==> src/rtl/core/ggc_pkg.sv <==
package ggc_pkg;

    localparam int MaxNodes  = 16;
    localparam int NodeW     = $clog2(MaxNodes);
    localparam int ColorW    = 4;
    localparam int NumColors = 1 << ColorW;
    localparam int CountW    = 5;

    typedef logic [NodeW-1:0]    node_t;
    typedef logic [ColorW-1:0]   color_t;
    typedef logic [MaxNodes-1:0] row_t;
    typedef logic [CountW-1:0]   count_t;

    localparam logic REQ_EDGE  = 1'b0;
    localparam logic REQ_COLOR = 1'b1;

    typedef struct packed {
        logic edge_wr;
        logic pass_start;
        logic color_step;
    } ggc_cmd_t;

    typedef struct packed {
        logic at_last;
    } ggc_stat_t;

endpackage

==> src/rtl/core/greedy_graph_coloring.sv <==
// Channel   Handshake                 Payload
// request   start, busy               req_type, node_a, node_b
// config    cfg_valid, cfg_ready      cfg_data (node_count)
// result    result_valid (strobe)     node_index, node_color, last_node
//
// An edge word is stored at the accepting edge if both of its nodes lie within node_count.
// A color request is accepted from idle, then holds busy while n nodes are colored, where n is
// node_count limited to 1..16, one node per cycle through the lowest-free-color unit.
// Each result word follows in the cycle after its node is colored, one per cycle.
// A config word is taken only while no pass runs and start is low.
// Reset clears the adjacency matrix and sets node_count to 16.
// The receiver cannot stall; each result word stands for exactly one cycle.
module greedy_graph_coloring (
    input  logic               clk,
    input  logic               rst_n,
    input  logic               start,
    output logic               busy,
    input  logic               req_type,
    input  ggc_pkg::node_t     node_a,
    input  ggc_pkg::node_t     node_b,
    input  logic               cfg_valid,
    output logic               cfg_ready,
    input  ggc_pkg::count_t    cfg_data,
    output logic               result_valid,
    output ggc_pkg::node_t     node_index,
    output ggc_pkg::color_t    node_color,
    output logic               last_node
);
    import ggc_pkg::*;

    ggc_cmd_t  cmd;
    ggc_stat_t stat;
    logic      cfg_wr;

    assign cfg_ready = !busy && !start;
    assign cfg_wr    = cfg_valid && cfg_ready;

    ggc_ctrl u_ctrl (
        .clk      (clk),
        .rst_n    (rst_n),
        .start    (start),
        .req_type (req_type),
        .stat     (stat),
        .cmd      (cmd),
        .busy     (busy)
    );

    ggc_dp u_dp (
        .clk          (clk),
        .rst_n        (rst_n),
        .cmd          (cmd),
        .stat         (stat),
        .cfg_valid    (cfg_wr),
        .cfg_data     (cfg_data),
        .node_a       (node_a),
        .node_b       (node_b),
        .result_valid (result_valid),
        .node_index   (node_index),
        .node_color   (node_color),
        .last_node    (last_node)
    );

    a_result_in_pass: assert property (@(posedge clk) disable iff (!rst_n)
        result_valid |-> $past(busy))
        else $error("result word without a coloring pass");

    a_pass_ends_last: assert property (@(posedge clk) disable iff (!rst_n)
        $fell(busy) |-> (result_valid && last_node))
        else $error("coloring pass ended without the last word");

    a_index_steps: assert property (@(posedge clk) disable iff (!rst_n)
        (result_valid && !last_node) |=>
            (result_valid && (node_index == $past(node_index) + node_t'(1))))
        else $error("result words out of node order");

    a_first_color: assert property (@(posedge clk) disable iff (!rst_n)
        (result_valid && (node_index == '0)) |-> (node_color == '0))
        else $error("node 0 not given color 0");

endmodule

==> src/rtl/core/ggc_ctrl.sv <==
module ggc_ctrl (
    input  logic              clk,
    input  logic              rst_n,
    input  logic              start,
    input  logic              req_type,
    input  ggc_pkg::ggc_stat_t stat,
    output ggc_pkg::ggc_cmd_t  cmd,
    output logic              busy
);
    import ggc_pkg::*;

    typedef enum logic [1:0] {
        S_IDLE  = 2'b01,
        S_COLOR = 2'b10
    } state_t;

    state_t state_reg;
    state_t state_next;

    always_ff @(posedge clk or negedge rst_n)
    begin
        if (!rst_n)
        begin
            state_reg <= S_IDLE;
        end
        else
        begin
            state_reg <= state_next;
        end
    end

    always_comb
    begin
        state_next     = state_reg;
        cmd.edge_wr    = 1'b0;
        cmd.pass_start = 1'b0;
        cmd.color_step = 1'b0;
        unique case (state_reg)
            S_IDLE:
            begin
                if (start)
                begin
                    if (req_type == REQ_COLOR)
                    begin
                        cmd.pass_start = 1'b1;
                        state_next     = S_COLOR;
                    end
                    else
                    begin
                        cmd.edge_wr = 1'b1;
                    end
                end
            end
            S_COLOR:
            begin
                cmd.color_step = 1'b1;
                if (stat.at_last)
                begin
                    state_next = S_IDLE;
                end
            end
            default:
            begin
                state_next = S_IDLE;
            end
        endcase
    end

    assign busy = (state_reg == S_COLOR);

endmodule

==> src/rtl/core/ggc_dp.sv <==
module ggc_dp (
    input  logic               clk,
    input  logic               rst_n,
    input  ggc_pkg::ggc_cmd_t  cmd,
    output ggc_pkg::ggc_stat_t stat,
    input  logic               cfg_valid,
    input  ggc_pkg::count_t    cfg_data,
    input  ggc_pkg::node_t     node_a,
    input  ggc_pkg::node_t     node_b,
    output logic               result_valid,
    output ggc_pkg::node_t     node_index,
    output ggc_pkg::color_t    node_color,
    output logic               last_node
);
    import ggc_pkg::*;

    count_t  count_reg;
    node_t   last_idx;
    row_t    adj_reg [MaxNodes];
    color_t  color_reg [MaxNodes];
    node_t   idx_reg;
    node_t   idx_next;
    row_t    cur_row;
    logic [NumColors-1:0] used;
    color_t  free_color;
    logic    res_valid_reg;
    node_t   res_idx_reg;
    color_t  res_color_reg;
    logic    res_last_reg;

    always_comb
    begin
        if (count_reg == '0)
        begin
            last_idx = '0;
        end
        else if (count_reg > count_t'(MaxNodes))
        begin
            last_idx = node_t'(MaxNodes - 1);
        end
        else
        begin
            last_idx = node_t'(count_reg - count_t'(1));
        end
    end

    always_ff @(posedge clk or negedge rst_n)
    begin
        if (!rst_n)
        begin
            count_reg <= count_t'(MaxNodes);
        end
        else if (cfg_valid)
        begin
            count_reg <= cfg_data;
        end
    end

    always_ff @(posedge clk or negedge rst_n)
    begin
        if (!rst_n)
        begin
            for (int r = 0; r < MaxNodes; r++)
            begin
                adj_reg[r] <= '0;
            end
        end
        else if (cmd.edge_wr && (node_a <= last_idx) && (node_b <= last_idx))
        begin
            for (int r = 0; r < MaxNodes; r++)
            begin
                if (node_t'(r) == node_a)
                begin
                    adj_reg[r][node_b] <= 1'b1;
                end
                if (node_t'(r) == node_b)
                begin
                    adj_reg[r][node_a] <= 1'b1;
                end
            end
        end
    end

    assign cur_row = adj_reg[idx_reg];

    always_comb
    begin
        used = '0;
        for (int v = 0; v < MaxNodes; v++)
        begin
            if (cur_row[v] && (node_t'(v) < idx_reg))
            begin
                used[color_reg[v]] = 1'b1;
            end
        end
    end

    always_comb
    begin
        free_color = color_t'(NumColors - 1);
        for (int c = NumColors - 2; c >= 0; c--)
        begin
            if (!used[c])
            begin
                free_color = color_t'(c);
            end
        end
    end

    always_comb
    begin
        idx_next = idx_reg;
        if (cmd.pass_start)
        begin
            idx_next = '0;
        end
        else if (cmd.color_step)
        begin
            idx_next = idx_reg + node_t'(1);
        end
    end

    always_ff @(posedge clk or negedge rst_n)
    begin
        if (!rst_n)
        begin
            idx_reg       <= '0;
            res_valid_reg <= 1'b0;
        end
        else
        begin
            idx_reg       <= idx_next;
            res_valid_reg <= cmd.color_step;
        end
    end

    always_ff @(posedge clk)
    begin
        if (cmd.color_step)
        begin
            color_reg[idx_reg] <= free_color;
            res_idx_reg        <= idx_reg;
            res_color_reg      <= free_color;
            res_last_reg       <= stat.at_last;
        end
    end

    assign stat.at_last = (idx_reg == last_idx);
    assign result_valid = res_valid_reg;
    assign node_index   = res_idx_reg;
    assign node_color   = res_color_reg;
    assign last_node    = res_last_reg;

endmodule
==> config.mk <==
export PLATFORM = sky130hd
export DESIGN_NAME = greedy_graph_coloring
export DESIGN_NICKNAME = d
export VERILOG_FILES = /design/src/rtl/core/ggc_pkg.sv /design/src/rtl/core/greedy_graph_coloring.sv /design/src/rtl/core/ggc_ctrl.sv /design/src/rtl/core/ggc_dp.sv
export SDC_FILE = /design/constraint.sdc
export NUM_CORES = 1
export LEC_CHECK = 0
export ABC_AREA = 1
export BUFFER_PORTS_ARGS = -buffer_cell sky130_fd_sc_hd__clkbuf_2
export CAP_MARGIN = 20
export CORE_UTILIZATION = 27
export CTS_BUF_LIST = sky130_fd_sc_hd__clkbuf_8 sky130_fd_sc_hd__clkbuf_16
export DETAILED_ROUTE_END_ITERATION = 7
export PLACE_DENSITY_LB_ADDON = 0.05
export SETUP_SLACK_MARGIN = 0.02
export SLEW_MARGIN = 15
export SYNTH_ARGS = -nofsm -noshare
export SYNTH_HDL_FRONTEND = slang
export SYNTH_SLANG_ARGS = --single-unit
==> constraint.sdc <==
create_clock -name clk -period 5 [get_ports clk]
set_input_delay 0.5 -clock clk [delete_from_list [all_inputs] [get_ports clk]]
set_output_delay 0.5 -clock clk [all_outputs]
set_load 0.1 [all_outputs]
==> results.cfg, run 1 <==
[timing]
rsz0062_at_grt = false
setup-violations-final = 0
finalClockSkew_ns = 0.02071
slew_headroom_pct = 33.31
whs_ns = 0.1758
worstMarginPinSlew_ns = 0.9900
fmax_mhz = 232.3
drv_slew = 0
final_hold_viol_count = 0
finalSetupTns_ns = 0
period_share_pct = 86.08
post-route-min-period_ns = 4.304

[grt]
grt_max_degree = 110
grt_pass1_vias = 15460
grt_pass1_wl_um = 107800
antenna_found_initial = 0
grt_use_total_pct = 23.14
overflow = 0

[drt]
drt_iter0_drc = 1267
wl_um = 72560
ant_nets = 0
first_pass_iters = 5
wl_per_cell_um = 22.42
viasPerCell = 4.760
vias = 15400
drc = 0

[cells_and_area]
syn2layout_area_growth_pct = 13.68
final_cell_mix = 772 x nand2_1, 414 x inv_1, 246 x nor2_1, 222 x dfrtp_1, 160 x nand3_1
largest_reg_flops = 201
multi_input_area_um2 = 7108
seqCellArea_um2 = 7735
fill_cells = 6747
drive_above_1_share_pct = 7.753
fin_cells = 3236
n_antenna_cell = 0
layout_commonest_cell = nand2_1
fin_nets = 2403

[synthesis]
synth_cell_types = 54
synth-async-reset-ratio_pct = 76.61
syn_inst = 2355
synth_nets = 2386
yosys.area.top_type = dfrtp_1
synthFlopType = dfrtp_1
yosys-top-cells-area = dfrtp_1 33%, nand2_1 17%, edfxtp_1 12%
synth_edf_count = 69
syn-cell-area_um2 = 16920
ys_ff_latch = 295
synth.top_cell.area_share_pct = 33.12
ys_seq_area_share_pct = 45.67
synth_warnings = 0
avgSynthCellArea_um2 = 7.187

[floorplan]
coreArea_um2 = 61830
dieArea_um2 = 63690
fp.dieH_um = 252.4
start_util_pct = 27.38
die_width_um = 252.4
ios = 30
rows = 91

[power_and_ir_drop]
clock_power_share_pct = 46.3
ir_worst_vdd_mv = 0.2264
p_leak_nw = 8.852
finalPower_w = 0.006119
p_int_w = 0.004375
powerDensity_nw_per_um2 = 318.1
p_sw_share_pct = 28.51
p_comb_share_pct = 12.6
p_seq_share_pct = 41.1
netSwitchingPower_w = 0.001744

[critical_path]
path_cells = buf_12 > ha_1 > inv_1 > o21ai_0 > nand4_1 > nand3_1 > nor2_1 > nand2_1 > nand2_1 > nand2_1 > nand2_1 > nand2_1 > nand2_1 > nand2_1 > nand2_1 > nand2_1 > nand2_1 > nand2_1 > nand2_1 > nand2_1 > a21oi_2 > buf_4
max_stage_delay_ns = 0.76
path_delay_family = simple AND/OR/NAND/NOR gates
critPathMostFrequentCell = nand2_1
end_kind = register
crit_arrival_ns = 4.58
start_kind = register
path_class = register to register
critical_path_buf_inv_count = 3
cp_slowest_cell = o21ai_0
required_ns = 5.28
cp_max_fo = 109

[cts]
cts_sinks = 295
cts_tree = yes
cts_root_buf = clkbuf_16
path_clk_slew_ns = 0.06
cts_buffer_depth = 3
cts_made_buffers = 39
h-tree-depth = 2
cts_resized = 0
clk_latency_ns = 0.55

[placement]
dp_cells = 3167
placement.io_buffers = 29
place.gp.congestion = 0.9625
dpl.hpwl_um = 53170

[hold_path]
hp-class = input port to register

[job]
cap_viol_max_count = 0

[outcome]
status = finished clean
layout make-up:
| class | count | area share, % |
|---|---|---|
| inverter | 426 | 8.350 |
| clock buffer | 47 | 5.762 |
| clock inverter | 21 | 0.9300 |
| multi-input combinational | 1548 | 36.94 |
| timing repair buffer | 62 | 2.367 |
| tap | 837 | 5.443 |
| sequential | 295 | 40.20 |
worst reg2reg max path: stages, from the launching register on:
cell and delay (ns):
dfrtp_4 0.60, buf_12 0.47, ha_1 0.38, inv_1 0.14, o21ai_0 0.76, nand4_1 0.33, nand3_1 0.20, nor2_1 0.12
nand2_1 0.10, nand2_1 0.05, nand2_1 0.08, nand2_1 0.06, nand2_1 0.05, nand2_1 0.05, nand2_1 0.07, nand2_1 0.05
nand2_1 0.05, nand2_1 0.05, nand2_1 0.05, nand2_1 0.05, nand2_1 0.07, a21oi_2 0.06, buf_4 0.19
synthesized netlist by cell type (16+ instances only):
library cell,n
o22ai_1,119
nor3_1,21
clkbuf_1,46
inv_1,406
buf_2,17
a31oi_1,19
edfxtp_1,69
o21ai_0,60
inv_2,16
nand3_1,160
nand2_1,772
nor2_1,246
nand4_1,19
dfrtp_1,224
kinds of logic (layout without fill, tap and decap cells):
kind of cell             Yosys count  count (layout)  synth area share (%)
buffers and inverters            512             556                 12.33
AND/OR/NAND/NOR                 1260            1260                 30.58
adder cells (fa/ha/maj)           13              13                0.9611
XOR/XNOR                           4               4                0.2070
flip-flops                       295             295                 45.67
AO/OA/AOI/OAI                    271             271                 10.25
repair_timing:
action	CTS	global route
buffers inserted	0	0
hold buffers	1	0
hold endpoints to repair	51	0
power groups by stage:
stage	Clock [W]	Sequential [W]	Combinational, W
6_report	0.00284	0.00251	0.000770
5_1_grt	0.00303	0.00252	0.000841
4_1_cts	0.00293	0.00251	0.000787
3_5_place_dp	0	0.00256	0.000784
3_3_place_gp	0	0.00256	0.000785
2_1_floorplan	0	0.00255	0.000471
final timing paths:
check                                        to  depth (start not counted)  slack [ns]              start
hold reg to reg               u_dp.adj_reg[232]                          2        0.45  u_dp.adj_reg[232]
hold / removal                u_dp.count_reg[4]                          3        0.18        cfg_data[4]
min in group asynchronous     u_dp.adj_reg[161]                          2        0.51              rst_n
setup reg to reg           u_dp.color_reg[6][0]                         22        0.70    u_dp.idx_reg[0]
setup / recovery           u_dp.color_reg[6][0]                         22        0.70    u_dp.idx_reg[0]
max in group asynchronous      u_dp.adj_reg[27]                          3        3.22              rst_n
metrics by stage:
step,worst slack (ns),instance area (µm²),utilization (%)
6_report,0.6961,19240,31.12
5_1_grt,0.3339,19240,31.12
4_1_cts,0.7185,19240,31.12
3_5_place_dp,0.7418,17940,29.02
3_3_place_gp,0.6796,17940,29.02
2_1_floorplan,0.6872,16930,-
routing by layer:
layer  up-vias  part of all wire, %  track usage (%)
li1       7469                    -                -
met1      7470                   45            30.58
met2       379                   49            39.86
met3        84                  4.2            2.770
met4         0                  2.3            5.974
met5         -                    0                0
No activity file was read; power rests on OpenSTA's default activity.
==> inputs of run 2 (changes only) <==
--- a/config.mk
+++ b/config.mk
@@ -8,6 +8,8 @@
 export ABC_AREA = 1
 export BUFFER_PORTS_ARGS = -buffer_cell sky130_fd_sc_hd__clkbuf_2
 export CAP_MARGIN = 20
+export CELL_PAD_IN_SITES_DETAIL_PLACEMENT = 0
+export CELL_PAD_IN_SITES_GLOBAL_PLACEMENT = 1
 export CORE_UTILIZATION = 27
 export CTS_BUF_LIST = sky130_fd_sc_hd__clkbuf_8 sky130_fd_sc_hd__clkbuf_16
 export DETAILED_ROUTE_END_ITERATION = 7
@@ -17,3 +19,4 @@
 export SYNTH_ARGS = -nofsm -noshare
 export SYNTH_HDL_FRONTEND = slang
 export SYNTH_SLANG_ARGS = --single-unit
+export TNS_END_PERCENT = 1
==> run 2 against run 1 <==
Net effect:
- final area is 0.34% higher
- sequential power hardly changed
- total power is 1.3% higher
- flip-flop and latch count stayed put
- highest routed layer unchanged
- core utilization is 0.11 points higher
- hold slack worse by 0.0098 ns
- clock skew is 0.0046 ns higher
- routed wire length is 2.5% higher
- critical path type unchanged
- non-clock buffer count stayed put
- combinational power is 4.0% lower
- clock-buffer cell count is 3 higher
- sequential share of layout area is 0.14 points lower
==> results.cfg, run 2 (synthesized netlist as in run 1, its figures left out) <==
[outcome]
status = finished clean

[critical_path]
cp_slowest_cell = o21ai_0
path_cells = buf_4 > ha_1 > inv_1 > o21ai_0 > nand2_1 > nor2_1 > nand2_1 > nand4_1 > nor3_1 > nand2_1 > nand2_1 > nand2_1 > nand2_1 > nand2_1 > nand2_1 > nand2_1 > nand2_1 > nand2_1 > nand2_1 > a21oi_2 > buf_4
critPathMostFrequentCell = nand2_1
start_kind = register
regToRegEndpoint = u_dp.color_reg[3][0]
cp_max_fo = 54
r2r_cells = 21
r2r_setup_slack_ns = 0.84
path_class = register to register
crit-reg2reg-launch = u_dp.idx_reg[1]
path_delay_family = simple AND/OR/NAND/NOR gates
path_depth = 21
crit_arrival_ns = 4.57
critical_path_buf_inv_count = 3
end_kind = register
max_stage_delay_ns = 0.77
required_ns = 5.41

[cts]
cts_tree = yes
h-tree-depth = 2
cts_buffer_depth = 3
cts_root_buf = clkbuf_16
cts_sinks = 295
cts_made_buffers = 39
cts_resized = 0
clk_latency_ns = 0.58
path_clk_slew_ns = 0.06
cts_setup_buffers = 0

[power_and_ir_drop]
ir_worst_vdd_mv = 0.2578
p_leak_nw = 8.884
powerDensity_nw_per_um2 = 321.1

[placement]
dpl.hpwl_um = 54700
dpl_cell_area_um2 = 17970
dp_cells = 3167
place.gp.congestion = 0.9223
placement.io_buffers = 29

[timing]
post-route-min-period_ns = 4.162
setup-violations-final = 0
worstMarginPinSlew_ns = 0.9536
final_hold_viol_count = 0
finalClockSkew_ns = 0.02530
drv_slew = 0
slew_headroom_pct = 35.76
rsz0062_at_grt = false
period_share_pct = 83.23
finalSetupTns_ns = 0
fmax_mhz = 240.3

[floorplan]
rows = 91
dieArea_um2 = 63690
ios = 30
fp.dieH_um = 252.4
die_width_um = 252.4
coreArea_um2 = 61830
start_util_pct = 27.38

[drt]
wl_per_cell_um = 22.96
ant_nets = 0
viasPerCell = 4.822
drc = 0
wl_um = 74370
drt_iter0_drc = 1142
first_pass_iters = 5
vias = 15620

[cells_and_area]
syn2layout_area_growth_pct = 14.07
layout_commonest_cell = nand2_1
final_cell_mix = 772 x nand2_1, 414 x inv_1, 246 x nor2_1, 222 x dfrtp_1, 160 x nand3_1
drive_above_1_share_pct = 7.872
fin_nets = 2403
fin_cells = 3239
largest_reg_flops = 201
utilization_pct = 31.23
final_cell_area_um2 = 19310

[hold_path]
hold_end = u_dp.count_reg[4]
min-delay-start = cfg_data[4]
hold_path_depth = 3
hp-class = input port to register

[grt]
grt_use_total_pct = 23.71
overflow = 0
grt_max_degree = 108
antenna_found_initial = 0
grt_pass1_vias = 15790
grt_pass1_wl_um = 109700

[job]
cap_viol_max_count = 0
==> run 2: cell count changes in the layout (fill, tap and decap cells not counted), sizes merged <==
cell      delta
diode        +1
clkinvlp     -1
inv          +1
clkinv       -1
clkbuf       +3
==> run 2: area by class of cell <==
cell class | count | area [µm²]
Clock buffer | 50 | 1139
Inverter | 426 | 1607
Fill cell | 6852 | 42520
Multi-Input combinational cell | 1548 | 7108
Antenna cell | 1 | 2.502
Timing Repair Buffer | 62 | 480.5
Sequential cell | 295 | 7735
Clock inverter | 20 | 187.7
Tap cell | 837 | 1047
==> run 2: worst max path at each step <==
stage / startpoint / end / slack [ns]
after floorplan: u_ctrl.state_reg[1] / u_dp.count_reg[4] / 0.69
after global placement: u_dp.idx_reg[0] / u_dp.color_reg[4][2] / 0.78
after detailed placement: u_dp.idx_reg[0] / u_dp.color_reg[4][2] / 0.87
after CTS: u_dp.idx_reg[0] / u_dp.color_reg[10][2] / 0.86
after global routing: u_dp.idx_reg[1] / u_dp.color_reg[4][0] / 0.57
final: u_dp.idx_reg[1] / u_dp.color_reg[3][0] / 0.84
==> run 2: repair_timing <==
action | CTS | global route
hold buffers | 1 | 0
hold endpoints to repair | 39 | 0
endpoints found under the setup margin | 0 | 0
==> run 2: through the flow <==
step / power [W] / setup slack (ns) / hold WS (ns)
after CTS: 0.006305 / 0.8593 / 0.1362
after floorplan: 0.003026 / 0.6872 / 0.2044
after detailed placement: 0.003316 / 0.8673 / 0.4359
after global placement: 0.003314 / 0.7779 / 0.4315
final: 0.006200 / 0.8384 / 0.1660
after global routing: 0.006451 / 0.5698 / 0.1775
==> run 2: power breakdown <==
group	switching, W	internal (W)
clock network	0.00118	0.00176
registers	0.0000312	0.00249
logic	0.000564	0.000175
total	0.00178	0.00442
==> run 2: layer usage <==
layer  wire length [µm]  GRT usage (%)  vias up
li1                   -              -     7476
met4               1767          6.234        0
met5                  0              0        -
met1              35670          33.34     7696
met2              33960          38.39      355
met3               2970          2.750       93
==> run 2: worst min-delay path, stage by stage <==
cell      delay, ns
clkbuf_2       0.08
nor2_1         0.09
a21oi_1        0.05
==> inputs of run 3 (changes only) <==
==> constraint.sdc (replaced) <==
create_clock -name clk -period 4.1 [get_ports clk]
set_input_delay 0.41 -clock clk [delete_from_list [all_inputs] [get_ports clk]]
set_output_delay 0.41 -clock clk [all_outputs]
set_load 0.1 [all_outputs]
==> run 3 against run 2 <==
Net effect:
- register-to-register slack worse by 0.52 ns
- non-clock buffer count up 13
- core utilization up 0.28 points
- total power up 22%
- global-route usage down 0.23 points
- routed wire length down 0.99%
- combinational power up 32%
- clock-buffer cell count down 2
- hold slack worse by 0.095 ns
- highest routed layer is now met5
==> results.cfg, run 3 (synthesized netlist as in run 1, its figures left out) <==
[critical_path]
cp_max_fo = 17
path_delay_family = simple AND/OR/NAND/NOR gates
path_class = register to register
critical_path_buf_inv_count = 5
cp_slowest_cell = dfrtp_4
path_cells = inv_4 > buf_12 > nand2_1 > nand3_1 > nand2_1 > nand2_1 > nand3_1 > nand2_1 > inv_2 > nand3_1 > nor2_1 > nor4_1 > nand3_1 > nor2_2 > inv_1 > nand2_1 > nand2_1 > nand2_1 > nand2_1 > a21oi_2 > buf_12
crit_arrival_ns = 4.20
end_kind = register
critPathMostFrequentCell = nand2_1
max_stage_delay_ns = 0.53
start_kind = register
required_ns = 4.52

[placement]
placement.io_buffers = 29
dp_cells = 3180
place.gp.congestion = 0.9171
dpl.hpwl_um = 54110

[power_and_ir_drop]
finalPower_w = 0.007561
powerDensity_nw_per_um2 = 388.2
netSwitchingPower_w = 0.002222
p_seq_share_pct = 40.4
p_sw_share_pct = 29.38
ir_worst_vdd_mv = 0.2404
p_comb_share_pct = 12.9
p_leak_nw = 8.953
p_int_w = 0.005339
clock_power_share_pct = 46.7

[cts]
cts_root_buf = clkbuf_16
cts_setup_buffers = 0
cts_sinks = 295
cts_resized = 0
h-tree-depth = 2
cts_made_buffers = 39
cts_hold_buf = 1
cts_buffer_depth = 3
cts_tree = yes
clk_latency_ns = 0.59
path_clk_slew_ns = 0.06

[drt]
vias = 15660
ant_nets = 0
first_pass_iters = 5
drt_iter0_drc = 1147
drc = 0
wl_per_cell_um = 22.64
wl_um = 73640
viasPerCell = 4.814

[grt]
overflow = 0
grt_max_degree = 88
grt_pass1_vias = 15760
grt_pass1_wl_um = 108300
antenna_found_initial = 1
grt_use_total_pct = 23.47

[timing]
worstMarginPinSlew_ns = 0.9683
post-route-min-period_ns = 3.784
final_hold_viol_count = 0
finalClockSkew_ns = 0.02463
fmax_mhz = 264.3
whs_ns = 0.07092
finalSetupTns_ns = 0
rsz0062_at_grt = false
drv_slew = 0
slew_headroom_pct = 35.38
setup-violations-final = 0
period_share_pct = 92.29

[cells_and_area]
drive_above_1_share_pct = 8.485
final_cell_mix = 772 x nand2_1, 414 x inv_1, 245 x nor2_1, 222 x dfrtp_1, 160 x nand3_1
syn2layout_area_growth_pct = 15.07
fin_nets = 2416
fill_cells = 6777
n_antenna_cell = 0
fin_cells = 3253
layout_commonest_cell = nand2_1
largest_reg_flops = 201

[floorplan]
dieArea_um2 = 63690
coreArea_um2 = 61830
ios = 30
rows = 91
fp.dieH_um = 252.4
die_width_um = 252.4
start_util_pct = 27.38

[outcome]
status = finished clean

[hold_path]
hp-class = input port to register

[job]
cap_viol_max_count = 0
run 3: cell count changes in the layout (fill, tap and decap cells not counted), moves of 2 or more:
| cell | previous run | this run |
|---|---|---|
| buf_12 | 6 | 12 |
| buf_4 | 26 | 33 |
| clkbuf_8 | 10 | 8 |
| clkinvlp_4 | 0 | 2 |
run 3: power by group through the flow:
| stage | Clock (W) | Combinational (W) | Sequential [W] |
|---|---|---|---|
| after global routing | 0.00375 | 0.00107 | 0.00306 |
| after global placement | 0 | 0.000994 | 0.00311 |
| after CTS | 0.00362 | 0.000989 | 0.00306 |
| after floorplan | 0 | 0.000575 | 0.00312 |
| final | 0.00353 | 0.000975 | 0.00306 |
| after detailed placement | 0 | 0.000986 | 0.00311 |
run 3: area by class of cell:
class	instances	area [µm²]	area share, %
clock buffers	48	1111	5.705
multi-input cells	1548	7111	36.51
well taps	837	1047	5.377
clock inverters	24	212.7	1.092
inverters	426	1607	8.249
flip-flops and latches	295	7735	39.71
repair buffers	75	653.1	3.353
run 3: metrics by stage:
stage / utilization, % / worst slack [ns] / area, µm²
global placement: 29.34 / 0.2775 / 18140
floorplan: - / 0.9299 / 16930
finish: 31.50 / 0.3159 / 19480
global route: 31.50 / 0.06330 / 19480
CTS: 31.50 / 0.2974 / 19480
detailed placement: 29.34 / 0.3208 / 18140
run 3: worst register-to-register path: stages (launching register included):
cell	delay (ns)
dfrtp_4	0.53
inv_4	0.24
buf_12	0.20
nand2_1	0.07
nand3_1	0.20
nand2_1	0.10
nand2_1	0.06
nand3_1	0.19
nand2_1	0.19
inv_2	0.06
nand3_1	0.23
nor2_1	0.10
nor4_1	0.53
nand3_1	0.17
nor2_2	0.13
inv_1	0.06
nand2_1	0.06
nand2_1	0.04
nand2_1	0.05
nand2_1	0.06
a21oi_2	0.17
buf_12	0.19
run 3: per-layer routing:
| metal | up-vias | global-route usage, % | wire [µm] | part of all wire [%] |
|---|---|---|---|---|
| li1 | 7491 | - | - | - |
| met1 | 7684 | 32.03 | 33790 | 46 |
| met2 | 380 | 38.25 | 34220 | 46 |
| met3 | 104 | 3.213 | 3372 | 4.6 |
| met4 | 2 | 7.463 | 2241 | 3.0 |
| met5 | - | 0 | 14 | 0.019 |
run 3: path summary, 6_finish.rpt:
check                      cells after the start              endpoint               from  slack, ns
min reg2reg                                    2     u_dp.adj_reg[166]  u_dp.adj_reg[166]       0.45
min                                            3     u_dp.count_reg[4]        cfg_data[4]       0.07
max reg2reg                                   21  u_dp.color_reg[1][0]    u_dp.idx_reg[0]       0.32
max in group asynchronous                      3     u_dp.count_reg[4]              rst_n       2.61
max                                           21  u_dp.color_reg[1][0]    u_dp.idx_reg[0]       0.32
min in group asynchronous                      2     u_dp.adj_reg[185]              rst_n       0.48
